File: config.mk
export PLATFORM = sky130hd
export DESIGN_NAME = button_presence_and_click_detector
export DESIGN_NICKNAME = d
export VERILOG_FILES = /design/src/hw/rtl/bpcd_pkg.sv /design/src/hw/rtl/bpcd_cfg.sv /design/src/hw/rtl/bpcd_core.sv /design/src/hw/rtl/button_presence_and_click_detector.sv
export SDC_FILE = /design/constraint.sdc
export NUM_CORES = 2
export LEC_CHECK = 0
export BUFFER_PORTS_ARGS = -buffer_cell sky130_fd_sc_hd__buf_2
export CAP_MARGIN = 10
export CORE_MARGIN = 5
export CORE_UTILIZATION = 50
export DETAILED_ROUTE_END_ITERATION = 12
export PLACE_DENSITY = 0.78
export SYNTH_ARGS = -nofsm -noshare
export SYNTH_HDL_FRONTEND = slang
export SYNTH_SLANG_ARGS = --single-unit
File: constraint.sdc
create_clock -name clk -period 11.99 [get_ports clk]
set_input_delay 0.5995 -clock clk [delete_from_list [all_inputs] [get_ports clk]]
set_output_delay 0.5995 -clock clk [all_outputs]
set_load 0.005 [all_outputs]
File: src/hw/rtl/bpcd_pkg.sv
`timescale 1ns / 1ps
`default_nettype none

package bpcd_pkg;

    // Item function codes; code 3 carries no meaning and is ignored.
    typedef enum logic [1:0] {
        FUNC_POLL   = 2'd0,
        FUNC_START  = 2'd1,
        FUNC_CANCEL = 2'd2
    } func_t;

    // Presence events reported with each result.
    typedef enum logic [2:0] {
        EV_NONE      = 3'd0,
        EV_STARTED   = 3'd1,
        EV_DONE      = 3'd2,
        EV_TIMEOUT   = 3'd3,
        EV_CANCELLED = 3'd4
    } event_t;

    // Configuration register indexes.
    localparam int unsigned CFG_INDEX_W = 3;
    localparam logic [CFG_INDEX_W-1:0] CFG_FORCE_WAIT      = 3'd0;
    localparam logic [CFG_INDEX_W-1:0] CFG_CLICK_ENABLE    = 3'd1;
    localparam logic [CFG_INDEX_W-1:0] CFG_DEFAULT_TIMEOUT = 3'd2;
    localparam logic [CFG_INDEX_W-1:0] CFG_PRESSED_LIMIT   = 3'd3;
    localparam logic [CFG_INDEX_W-1:0] CFG_CLICK_WINDOW    = 3'd4;
    localparam logic [CFG_INDEX_W-1:0] CFG_POLL_INTERVAL   = 3'd5;
    localparam logic [CFG_INDEX_W-1:0] CFG_BOOT_DELAY      = 3'd6;

    // Register values after reset.
    localparam logic [31:0] RST_DEFAULT_TIMEOUT = 32'd30000;
    localparam logic [31:0] RST_PRESSED_LIMIT   = 32'd15000;
    localparam logic [31:0] RST_CLICK_WINDOW    = 32'd1000;
    localparam logic [31:0] RST_POLL_INTERVAL   = 32'd10;
    localparam logic [31:0] RST_BOOT_DELAY      = 32'd1000;

    localparam logic [31:0] MS_PER_SECOND = 32'd1000;

    // Current configuration as seen by the core.
    typedef struct packed {
        logic        force_wait;
        logic        click_enable;
        logic [31:0] default_timeout;
        logic [31:0] pressed_limit;
        logic [31:0] click_window;
        logic [31:0] poll_interval;
        logic [31:0] boot_delay;
    } cfg_t;

    // One input item.
    typedef struct packed {
        logic [1:0]  func;
        logic [31:0] now_ms;
        logic        level;
        logic        busy;
        logic [22:0] tsec;
    } item_t;

    // Result of one item leaving the core; ms_sel is the timeout in ms of a start.
    typedef struct packed {
        event_t      event_code;
        logic        pending;
        logic        taken;
        logic [7:0]  clicks;
        logic [31:0] hold_ms;
        logic [31:0] ms_sel;
    } result_t;

endpackage : bpcd_pkg

`default_nettype wire

File: src/hw/rtl/bpcd_cfg.sv
`timescale 1ns / 1ps
`default_nettype none

module bpcd_cfg
    import bpcd_pkg::*;
(
    input  wire logic                   clk,
    input  wire logic                   rst_n,
    input  wire logic                   cfg_write,
    input  wire logic [CFG_INDEX_W-1:0] cfg_index,
    input  wire logic [31:0]            cfg_data,
    output cfg_t                        cfg
);

    cfg_t cfg_reg;
    cfg_t cfg_next;

    // Decode a register write; indexes beyond the list are dropped.
    always_comb
    begin
        cfg_next = cfg_reg;
        if (cfg_write)
        begin
            case (cfg_index)
                CFG_FORCE_WAIT:      cfg_next.force_wait      = cfg_data[0];
                CFG_CLICK_ENABLE:    cfg_next.click_enable    = cfg_data[0];
                CFG_DEFAULT_TIMEOUT: cfg_next.default_timeout = cfg_data;
                CFG_PRESSED_LIMIT:   cfg_next.pressed_limit   = cfg_data;
                CFG_CLICK_WINDOW:    cfg_next.click_window    = cfg_data;
                CFG_POLL_INTERVAL:   cfg_next.poll_interval   = cfg_data;
                CFG_BOOT_DELAY:      cfg_next.boot_delay      = cfg_data;
                default:             cfg_next = cfg_reg;
            endcase
        end
    end

    // Register bank with its reset values.
    always_ff @(posedge clk or negedge rst_n)
    begin
        if (!rst_n)
        begin
            cfg_reg.force_wait      <= 1'b0;
            cfg_reg.click_enable    <= 1'b0;
            cfg_reg.default_timeout <= RST_DEFAULT_TIMEOUT;
            cfg_reg.pressed_limit   <= RST_PRESSED_LIMIT;
            cfg_reg.click_window    <= RST_CLICK_WINDOW;
            cfg_reg.poll_interval   <= RST_POLL_INTERVAL;
            cfg_reg.boot_delay      <= RST_BOOT_DELAY;
        end
        else
        begin
            cfg_reg <= cfg_next;
        end
    end

    assign cfg = cfg_reg;

endmodule : bpcd_cfg

`default_nettype wire

File: src/hw/rtl/bpcd_core.sv
`timescale 1ns / 1ps
`default_nettype none

module bpcd_core
    import bpcd_pkg::*;
(
    input  wire logic  clk,
    input  wire logic  rst_n,
    input  wire logic  fire,
    input  wire item_t item,
    input  wire cfg_t  cfg,
    output result_t    result
);

    localparam logic [7:0] CLICK_MAX = 8'hFF;

    // Block state.
    logic        wait_active_reg,     wait_active_next;
    logic        wait_seen_reg,       wait_seen_next;
    logic [31:0] wait_start_reg,      wait_start_next;
    logic [31:0] wait_timeout_reg,    wait_timeout_next;
    logic        cancel_pending_reg,  cancel_pending_next;
    logic [31:0] last_poll_reg,       last_poll_next;
    logic        hold_level_reg,      hold_level_next;
    logic [31:0] hold_start_reg,      hold_start_next;
    logic [31:0] hold_duration_reg,   hold_duration_next;
    logic        click_level_reg,     click_level_next;
    logic [31:0] click_last_reg,      click_last_next;
    logic [7:0]  click_counter_reg,   click_counter_next;

    logic        poll_ok;
    logic        seen;
    logic        wait_expired;
    logic [31:0] wait_end;
    logic [31:0] pressed_end;
    logic [31:0] start_ms;
    logic [31:0] click_old_end;
    logic [31:0] click_new_end;
    logic        click_level_mid;
    logic [31:0] click_last_mid;
    logic [7:0]  click_counter_mid;
    logic        click_report;
    event_t      wait_event;

    // Sample gating: past the boot delay, poll interval elapsed, waiting or not busy.
    assign poll_ok = (item.now_ms > cfg.boot_delay)
                  && ((item.now_ms - last_poll_reg) >= cfg.poll_interval)
                  && (wait_active_reg || !item.busy);

    // Wait timing; sums wrap at 32 bits.
    assign seen         = wait_seen_reg | item.level;
    assign wait_end     = wait_start_reg + wait_timeout_reg;
    assign pressed_end  = wait_start_reg + cfg.pressed_limit;
    assign wait_expired = (wait_end < item.now_ms) || (seen && (pressed_end < item.now_ms));

    // Event of a sample taken during a wait.
    always_comb
    begin
        if (cancel_pending_reg)
        begin
            wait_event = EV_CANCELLED;
        end
        else if (wait_expired)
        begin
            wait_event = EV_TIMEOUT;
        end
        else if (seen && !item.level)
        begin
            wait_event = EV_DONE;
        end
        else
        begin
            wait_event = EV_NONE;
        end
    end

    // Requested timeout in ms, truncated to 32 bits.
    assign start_ms = {9'd0, item.tsec} * MS_PER_SECOND;

    // Click tracking on an edge of the level; a release counts within the window.
    assign click_old_end = click_last_reg + cfg.click_window;

    always_comb
    begin
        click_level_mid   = click_level_reg;
        click_last_mid    = click_last_reg;
        click_counter_mid = click_counter_reg;
        if (item.level != click_level_reg)
        begin
            if (!item.level)
            begin
                if ((click_last_reg == 32'd0) || (click_old_end > item.now_ms))
                begin
                    if (click_counter_reg != CLICK_MAX)
                    begin
                        click_counter_mid = click_counter_reg + 8'd1;
                    end
                end
                click_last_mid = item.now_ms;
            end
            click_level_mid = item.level;
        end
    end

    // A burst is reported once its window has lapsed with the button up.
    assign click_new_end = click_last_mid + cfg.click_window;
    assign click_report  = (click_last_mid != 32'd0) && (click_counter_mid != 8'd0)
                        && (click_new_end < item.now_ms) && !click_level_mid;

    // Next state and result of the item.
    always_comb
    begin
        wait_active_next    = wait_active_reg;
        wait_seen_next      = wait_seen_reg;
        wait_start_next     = wait_start_reg;
        wait_timeout_next   = wait_timeout_reg;
        cancel_pending_next = cancel_pending_reg;
        last_poll_next      = last_poll_reg;
        hold_level_next     = hold_level_reg;
        hold_start_next     = hold_start_reg;
        hold_duration_next  = hold_duration_reg;
        click_level_next    = click_level_reg;
        click_last_next     = click_last_reg;
        click_counter_next  = click_counter_reg;

        result.event_code = EV_NONE;
        result.taken      = 1'b0;
        result.clicks     = 8'd0;
        result.ms_sel     = start_ms;

        case (func_t'(item.func))
            FUNC_POLL:
            begin
                if (poll_ok)
                begin
                    result.taken   = 1'b1;
                    last_poll_next = item.now_ms;
                    if (wait_active_reg)
                    begin
                        wait_seen_next    = seen;
                        result.event_code = wait_event;
                        if (wait_event != EV_NONE)
                        begin
                            wait_active_next = 1'b0;
                        end
                    end
                    else
                    begin
                        // Hold duration measurement.
                        if (item.level && !hold_level_reg)
                        begin
                            hold_start_next    = item.now_ms;
                            hold_duration_next = 32'd0;
                        end
                        else if (!item.level && hold_level_reg)
                        begin
                            hold_duration_next = item.now_ms - hold_start_reg;
                            hold_start_next    = 32'd0;
                        end
                        else if (item.level && hold_level_reg)
                        begin
                            hold_duration_next = item.now_ms - hold_start_reg;
                        end
                        hold_level_next = item.level;

                        if (cfg.click_enable)
                        begin
                            click_level_next   = click_level_mid;
                            click_last_next    = click_last_mid;
                            click_counter_next = click_counter_mid;
                            if (click_report)
                            begin
                                result.clicks      = click_counter_mid;
                                click_last_next    = 32'd0;
                                click_counter_next = 8'd0;
                            end
                        end
                    end
                end
            end
            FUNC_START:
            begin
                // A zero request ends at once unless force_wait selects the default timeout.
                if ((item.tsec == 23'd0) && !cfg.force_wait)
                begin
                    result.event_code = EV_DONE;
                end
                else
                begin
                    if (item.tsec == 23'd0)
                    begin
                        result.ms_sel = cfg.default_timeout;
                    end
                    result.event_code   = EV_STARTED;
                    cancel_pending_next = 1'b0;
                    wait_active_next    = 1'b1;
                    wait_seen_next      = item.level;
                    wait_start_next     = item.now_ms;
                    wait_timeout_next   = result.ms_sel;
                end
            end
            FUNC_CANCEL:
            begin
                cancel_pending_next = 1'b1;
            end
            default:
            begin
                result.event_code = EV_NONE;
            end
        endcase

        result.pending = wait_active_next;
        result.hold_ms = hold_duration_next;
    end

    // State update on each item passing through.
    always_ff @(posedge clk or negedge rst_n)
    begin
        if (!rst_n)
        begin
            wait_active_reg    <= 1'b0;
            wait_seen_reg      <= 1'b0;
            wait_start_reg     <= 32'd0;
            wait_timeout_reg   <= 32'd0;
            cancel_pending_reg <= 1'b0;
            last_poll_reg      <= 32'd0;
            hold_level_reg     <= 1'b0;
            hold_start_reg     <= 32'd0;
            hold_duration_reg  <= 32'd0;
            click_level_reg    <= 1'b0;
            click_last_reg     <= 32'd0;
            click_counter_reg  <= 8'd0;
        end
        else if (fire)
        begin
            wait_active_reg    <= wait_active_next;
            wait_seen_reg      <= wait_seen_next;
            wait_start_reg     <= wait_start_next;
            wait_timeout_reg   <= wait_timeout_next;
            cancel_pending_reg <= cancel_pending_next;
            last_poll_reg      <= last_poll_next;
            hold_level_reg     <= hold_level_next;
            hold_start_reg     <= hold_start_next;
            hold_duration_reg  <= hold_duration_next;
            click_level_reg    <= click_level_next;
            click_last_reg     <= click_last_next;
            click_counter_reg  <= click_counter_next;
        end
    end

endmodule : bpcd_core

`default_nettype wire

File: src/hw/rtl/button_presence_and_click_detector.sv
`timescale 1ns / 1ps
`default_nettype none

// Button presence and multi-click detector.
// Input channel: in_valid with func, now_ms, button_level, system_busy and
// wait_timeout_s; a transfer happens on a clock edge with in_valid high and
// in_stall low. Every input transfer yields exactly one result on the output
// channel (out_valid, out_stall), in order.
// Configuration: cfg_write with cfg_index and cfg_data writes one register
// at the clock edge; it is meant to be used only while no item is in flight.
// Pipeline: an item passes an input register, the state update stage and the
// seconds conversion stage before its result is presented. While out_stall
// is low the block accepts one item per cycle; the state update of the middle
// stage is combinational and registered as the item moves on, which lets the
// next item follow directly.
// When out_stall is held the three stages fill up and in_stall rises once all
// of them hold an item; nothing is dropped and the shown result holds.
// Reset (rst_n low, asynchronous) empties the stages, clears all wait, hold
// and click state and loads the registers with their default values.

module button_presence_and_click_detector
    import bpcd_pkg::*;
(
    input  wire logic                   clk,
    input  wire logic                   rst_n,
    input  wire logic                   cfg_write,
    input  wire logic [CFG_INDEX_W-1:0] cfg_index,
    input  wire logic [31:0]            cfg_data,
    input  wire logic                   in_valid,
    output logic                        in_stall,
    input  wire logic [1:0]             func,
    input  wire logic [31:0]            now_ms,
    input  wire logic                   button_level,
    input  wire logic                   system_busy,
    input  wire logic [22:0]            wait_timeout_s,
    output logic                        out_valid,
    input  wire logic                   out_stall,
    output logic [2:0]                  presence_event,
    output logic [22:0]                 request_timeout_s,
    output logic                        wait_pending,
    output logic                        sample_taken,
    output logic [7:0]                  click_count,
    output logic [31:0]                 hold_duration_ms
);

    // Reciprocal of 125 for 29-bit dividends: ms / 1000 = ((ms >> 3) * RECIP) >> 36.
    localparam int unsigned DIV_SHIFT = 36;
    localparam logic [29:0] RECIP_125 = 30'd549755814;

    cfg_t        cfg;
    item_t       in_item_reg;
    logic        in_valid_reg;
    result_t     core_result;
    result_t     mid_reg;
    logic        mid_valid_reg;
    logic        out_valid_reg;
    event_t      out_event_reg;
    logic [22:0] out_req_reg;
    logic        out_pending_reg;
    logic        out_taken_reg;
    logic [7:0]  out_clicks_reg;
    logic [31:0] out_hold_reg;

    logic        out_ready;
    logic        mid_ready;
    logic        in_ready;
    logic        core_fire;
    logic [58:0] div_product;
    logic [22:0] req_seconds;

    // Stage handshake: each stage moves on when the one after it has room.
    assign out_ready = !out_valid_reg || !out_stall;
    assign mid_ready = !mid_valid_reg || out_ready;
    assign in_ready  = !in_valid_reg || mid_ready;
    assign core_fire = in_valid_reg && mid_ready;
    assign in_stall  = !in_ready;

    bpcd_cfg u_cfg (
        .clk       (clk),
        .rst_n     (rst_n),
        .cfg_write (cfg_write),
        .cfg_index (cfg_index),
        .cfg_data  (cfg_data),
        .cfg       (cfg)
    );

    // Input register.
    always_ff @(posedge clk or negedge rst_n)
    begin
        if (!rst_n)
        begin
            in_valid_reg <= 1'b0;
        end
        else if (in_ready)
        begin
            in_valid_reg <= in_valid;
        end
    end

    always_ff @(posedge clk)
    begin
        if (in_ready && in_valid)
        begin
            in_item_reg.func   <= func;
            in_item_reg.now_ms <= now_ms;
            in_item_reg.level  <= button_level;
            in_item_reg.busy   <= system_busy;
            in_item_reg.tsec   <= wait_timeout_s;
        end
    end

    bpcd_core u_core (
        .clk    (clk),
        .rst_n  (rst_n),
        .fire   (core_fire),
        .item   (in_item_reg),
        .cfg    (cfg),
        .result (core_result)
    );

    // Result of the state update.
    always_ff @(posedge clk or negedge rst_n)
    begin
        if (!rst_n)
        begin
            mid_valid_reg <= 1'b0;
        end
        else if (mid_ready)
        begin
            mid_valid_reg <= in_valid_reg;
        end
    end

    always_ff @(posedge clk)
    begin
        if (core_fire)
        begin
            mid_reg <= core_result;
        end
    end

    // Announced timeout in whole seconds.
    assign div_product = {30'd0, mid_reg.ms_sel[31:3]} * {29'd0, RECIP_125};
    assign req_seconds = (mid_reg.event_code == EV_STARTED)
                       ? div_product[DIV_SHIFT+22:DIV_SHIFT] : 23'd0;

    // Output register.
    always_ff @(posedge clk or negedge rst_n)
    begin
        if (!rst_n)
        begin
            out_valid_reg <= 1'b0;
        end
        else if (out_ready)
        begin
            out_valid_reg <= mid_valid_reg;
        end
    end

    always_ff @(posedge clk)
    begin
        if (out_ready && mid_valid_reg)
        begin
            out_event_reg   <= mid_reg.event_code;
            out_req_reg     <= req_seconds;
            out_pending_reg <= mid_reg.pending;
            out_taken_reg   <= mid_reg.taken;
            out_clicks_reg  <= mid_reg.clicks;
            out_hold_reg    <= mid_reg.hold_ms;
        end
    end

    assign out_valid         = out_valid_reg;
    assign presence_event    = out_event_reg;
    assign request_timeout_s = out_req_reg;
    assign wait_pending      = out_pending_reg;
    assign sample_taken      = out_taken_reg;
    assign click_count       = out_clicks_reg;
    assign hold_duration_ms  = out_hold_reg;

`ifndef NO_ASSERTIONS
    // A started wait is still pending when its result leaves.
    assert property (@(posedge clk) disable iff (!rst_n)
        out_valid && (presence_event == EV_STARTED) |-> wait_pending)
        else $error("started event without a pending wait");

    // Timeout and cancel end a wait and come only from a taken sample.
    assert property (@(posedge clk) disable iff (!rst_n)
        out_valid && ((presence_event == EV_TIMEOUT) || (presence_event == EV_CANCELLED))
        |-> (sample_taken && !wait_pending))
        else $error("timeout or cancel without an ended wait");

    // A click report comes from an idle sample and carries no presence event.
    assert property (@(posedge clk) disable iff (!rst_n)
        out_valid && (click_count != 8'd0)
        |-> (sample_taken && (presence_event == EV_NONE) && !wait_pending))
        else $error("click report outside an idle sample");

    // Only a start announces a timeout.
    assert property (@(posedge clk) disable iff (!rst_n)
        out_valid && (presence_event != EV_STARTED) |-> (request_timeout_s == 23'd0))
        else $error("timeout announced without a start");
`endif

endmodule : button_presence_and_click_detector

`default_nettype wire
== Word level (Yosys, flattened, before mapping) ==
Cells that the tools add are included.
Operators by class
  equality and inequality tests: 14
  $lt $le $gt $ge: 6
  add/subtract/negate cells: 7
  reduce and logical (&&, ||, !) cells: 55
  muxes and demuxes: 42
  multiply operators: 2
  bitwise gates (word level): 7
Operator list (count)
  $mux W32: 14
  $add A32 B32 Y32: 4
  $lt A32 B32 Y1: 3
  $gt A32 B32 Y1: 2
  $mux W8: 8
  $sub A32 B32 Y32: 2
  $mul A29 B29 Y58 const B: 1
  $ge A32 B32 Y1: 1
  $logic_not A32 Y1: 1
  $reduce_bool A32 Y1: 1
  $mul A23 B7 Y29 const B: 1
  $logic_not A23 Y1: 1
  $reduce_and A5 Y1: 3
  $logic_and A1 B1 Y1: 14
  $reduce_and A2 Y1: 7
  $mux W3: 4
  $logic_not A1 Y1: 10
  $eq A3 B3 Y1 const B: 3
  $mux W1: 9
  $mux W9: 1
  $reduce_and A3 Y1: 3
  $add A8 B1 Y8 const B: 1
  $ne A8 B8 Y1 const B: 1
  $reduce_bool A8 Y1: 1
  other kinds (19): 37
Word-level totals
  input bits: 99
  flip-flop bits (word level): 571
  word-level logic and storage cells: 172

== Depth between registers and ports, before layout ==
  word-level depth: 14
  depth in mapped cells: 30
  mapped depth without buffers: 27

== Cells and area by module ==
Synthesis repeated with hierarchy kept, for this count alone.
Unflattened totals
  cells, all modules: 5268
  area total of the unflattened synthesis: 52968.3 um2
By module, submodules not included
  bpcd_core: area each 26650.6 um2, cells each 3220, instances 1
  button_presence_and_click_detector: area each 19981.7 um2, cells each 1699, instances 1
  bpcd_cfg: area each 6336.1 um2, cells each 349, instances 1

== Worst setup path before layout ==
Ideal clock, no wire load.
  path type: register -> register
  start: register mid_reg[13] in the netlist's numbering
  end: register out_req_reg[21] (netlist: request_timeout_s[21]), data pin
  cell stages (with the launch flop): 24
  path slack: 5.102 ns
  buffers on the path: 0
  setup time: 0.266 ns
  arrival time: 6.622 ns
  data required time: 11.724 ns
  cells stage by stage: edfxtp_1 > ha_1 > fa_1 > fa_1 > inv_1 > fa_1 > inv_1 > fa_1 > fa_1 > fa_1 > inv_1 > fa_1 > inv_1 > ha_1 > a21oi_1 > o21ai_0 > a2111oi_1 > o311ai_0 > a311oi_2 > o221ai_2 > a221oi_4 > o21ai_1 > xnor2_1 > nor2_1
Between the ends
  word-level cells in the longest chain between the ends: 1
RTL lines
  from (decl): RTL line button_presence_and_click_detector.sv:54  | result_t mid_reg;
  from (signal assigned): RTL line button_presence_and_click_detector.sv:138  | mid_reg <= core_result;
  $mul A29 B29 Y58: RTL line button_presence_and_click_detector.sv:143  | assign div_product = {30'd0, mid_reg.ms_sel[31:3]} * {29'd0, RECIP_125};
  to (signal assigned): RTL line button_presence_and_click_detector.sv:165  | out_req_reg <= req_seconds;
  to (decl): RTL line button_presence_and_click_detector.sv:58  | logic [22:0] out_req_reg;
Every way passes these cells.
A chain may end at the register's enable or synchronous reset.

== Worst setup path after layout ==
  start: register mid_reg[13] in the netlist's numbering
  end: register out_req_reg[22] (netlist: request_timeout_s[22]), data pin
Same word-level chain as after synthesis.

==> flow_summary.toml <==
[run_status]
outcome = "complete, but fails checks"
violations = "hold timing"

[finish]
fin_nets = 6605
synthToLayoutAreaGrowth_pct = 9.10
layout-drive-gt1-share_pct = 10.6
largest_register_ffs = 162

[grt]
grt_use_total_pct = 25.2
grt_overflow = 0
grt_pass1_wl_mm = 222
grt.busiest_layer = "met2"
met3_usage_pct = 5.54
antenna_found_initial = 23
grt_max_degree = 114
met2_usage_pct = 40.9
grt_pass1_vias = 39800
met1_usage_pct = 33.2

[yosys]
yosys.area.top_type = "ha_1"
synthFlopType = "dfrtp_1"
yosysUniqueCellTypes = 97
syn_avg_cell_area_um2 = 10.0
syn_nets = 6452
synthTopCellsByCount = "819 x ha_1, 749 x inv_1, 500 x nand2_1, 353 x fa_1, 342 x dfrtp_1"
synthArstFlopShare_pct = 64.8
ys_ff_latch = 571
yosysMostFrequentCell = "ha_1"
synth.cell_area_mm2 = 0.0520
synth_top_area_share_pct = 19.7
synth_sequential_area_ratio_pct = 29.5
synthCells = 5181
yosysWarnings = 0
synthTopCellsByArea = "ha_1 20%, dfrtp_1 16%, fa_1 14%"
synth_edf_count = 201

[die]
rows = 118
core_mm2 = 0.103
start_util_pct = 50.3
die_h_um = 333
die_area_mm2 = 0.111
ios = 169
dieWidth_um = 333

[clock_tree]
holdBufCountCts = 0
cts_setup_buffers = 0
cts_resized = 0
cts_buffers = 67
path_clk_slew_ps = 60
cts_tree = "done"
clock-root-buffer = "clkbuf_16"
cts.sinks = 571
clk_latency_ps = 640
htreeDepth = 3
cts_max_path_buffers = 3

[critical_path]
crit_family = "adder cells"
path_cells = "ha_1 -> fa_1 -> fa_1 -> inv_1 -> fa_1 -> inv_1 -> fa_1 -> fa_1 -> fa_1 -> inv_1 -> fa_1 -> inv_1 -> ha_1 -> a21oi_1 -> o21ai_0 -> a2111oi_1 -> o311ai_0 -> a311oi_2 -> o221ai_2 -> a221oi_4 -> o21ai_1 -> a21oi_1 -> nor2_1"
critPathMostFrequentCell = "fa_1"
critPathMaxFanout = 11
max_stage_delay_ps = 820
cp_data_required_time_ps = 12340
start_kind = "flip-flop"
worstSetupPathType = "reg -> reg"
arrival_ps = 8450
r2r_setup_slack_ps = 3900
end_kind = "flip-flop"
cp_num_buf_inv = 4
crit_slowest_cell = "edfxtp_1"

[place]
place.gp.congestion = 0.959
pre_cts_ws_ps = 3910
port-buffer-count = 168
hpwl_mm = 112

[sta]
period_needed_ps = 8090
setup-tns-final_ps = 0
holdWs_ps = -1.02
rsz0062_at_grt = "false"
setup_viol = 0
setup_slack_ps = 3900
slew_headroom_pct = 10.2
timing.final.max_slew_violations = 0
fin_worst_skew_ps = 29.1
hold_viol_final = 1
worstMarginPinSlew_ps = 1330
period_share_pct = 67.5
max_freq_mhz = 124

[route]
first_pass_iters = 6
final_antenna_net_count = 0
vias = 39100
drt_iter0_drc = 3022
drt_wl_total_mm = 141
wl_per_cell_um = 20.8
viasPerCell = 5.77
drcViolationCount = 0

[run]
max-cap-violations = 0

[worst_hold_path]
hp-class = "in -> async"
-- cells by family (layout without fill, tap and decap cells) --
logic type / after synthesis / in the layout / synth area share, %
fa+ha+maj: 1172 / 1172 / 33.3
simple gates: 1101 / 1101 / 9.82
buf+inv: 866 / 1074 / 6.39
flops: 571 / 571 / 29.5
mux: 211 / 211 / 4.48
compound gates: 1039 / 1039 / 12.8
other cells: 0 / 13 / 0
xor+xnor: 221 / 221 / 3.72
-- layout make-up --
class	count	area [µm²]
clock buffer	87	1890
tap	1380	1730
multi-input combinational	3744	33400
antenna	13	32.5
sequential	571	15300
fill	8918	46600
clock inverter	37	414
timing repair buffer	201	1100
inverter	749	2810
-- per-stage QoR --
step	hold WS, ps	instances	util [%]	instance area, µm²
final	-1.02	6782	54.9	56700
after global routing	81.5	6773	54.9	56700
after CTS	62.5	6769	54.9	56700
after detailed placement	405	6645	52.6	54400
after global placement	401	6645	52.6	54400
after floorplan	304	5181	-	52000
-- routing by layer --
layer  part of all wire, %  vias up
met5                 0.044        -
met4                   4.1       10
met3                   7.6      314
met2                    46     1366
met1                    42    19200
li1                      -    18200
-- layout by cell type, fill, tap and decap left out, types with 13 or more instances in the layout --
| cell type | netlist | final |
|---|---|---|
| inv_1 | 749 | 748 |
| nand2_1 | 500 | 500 |
| dfrtp_1 | 342 | 342 |
| o21ai_1 | 15 | 13 |
| buf_4 | 0 | 33 |
| xnor2_1 | 151 | 151 |
| mux2i_1 | 38 | 38 |
| a21o_1 | 134 | 134 |
| nor2_1 | 197 | 191 |
| a21oi_1 | 256 | 256 |
| mux2_2 | 173 | 173 |
| edfxtp_1 | 201 | 201 |
| fa_1 | 353 | 353 |
| o31ai_1 | 26 | 26 |
| nand4_1 | 50 | 50 |
| dfstp_2 | 28 | 28 |
| nor3_1 | 60 | 57 |
| ha_1 | 819 | 818 |
| a31oi_1 | 41 | 41 |
| xor2_1 | 70 | 70 |
| o21a_1 | 38 | 38 |
| clkbuf_16 | 0 | 72 |
| buf_2 | 15 | 167 |
| o21bai_1 | 32 | 32 |
| a22oi_1 | 44 | 44 |
| nor2b_1 | 39 | 39 |
| or3_1 | 21 | 21 |
| nand2b_1 | 42 | 41 |
| nor4_1 | 19 | 19 |
| clkinv_2 | 0 | 13 |
| nand3_1 | 66 | 66 |
| o211ai_1 | 22 | 22 |
| o21ai_0 | 269 | 269 |
| a211oi_1 | 28 | 28 |
| diode_2 | 0 | 13 |
| and3_1 | 39 | 39 |
| a41oi_1 | 14 | 14 |
-- worst reg2reg max path, delay by kind of cell, from the launching register on --
family	cells	cell delay, ps
AO/OA/AOI/OAI	9	2710
adder cells (fa/ha/maj)	9	4050
buffers and inverters	4	200
flip-flops	1	820
AND/OR/NAND/NOR	1	60
-- worst paths after layout --
kind	startpoint	to	cells past startpoint
min in group clk	wait_timeout_s[2]	in_item_reg[2]	1
min reg2reg	mid_reg[72]	sample_taken	0
max in group asynchronous	rst_n	u_core.hold_duration_reg[7]	3
max reg2reg	mid_reg[13]	request_timeout_s[22]	23
max	mid_reg[13]	request_timeout_s[22]	23
min	rst_n	u_core.wait_timeout_reg[17]	1
Power is not shown: default switching activity piles up to over one toggle a cycle in this logic, so the estimate is an artifact.
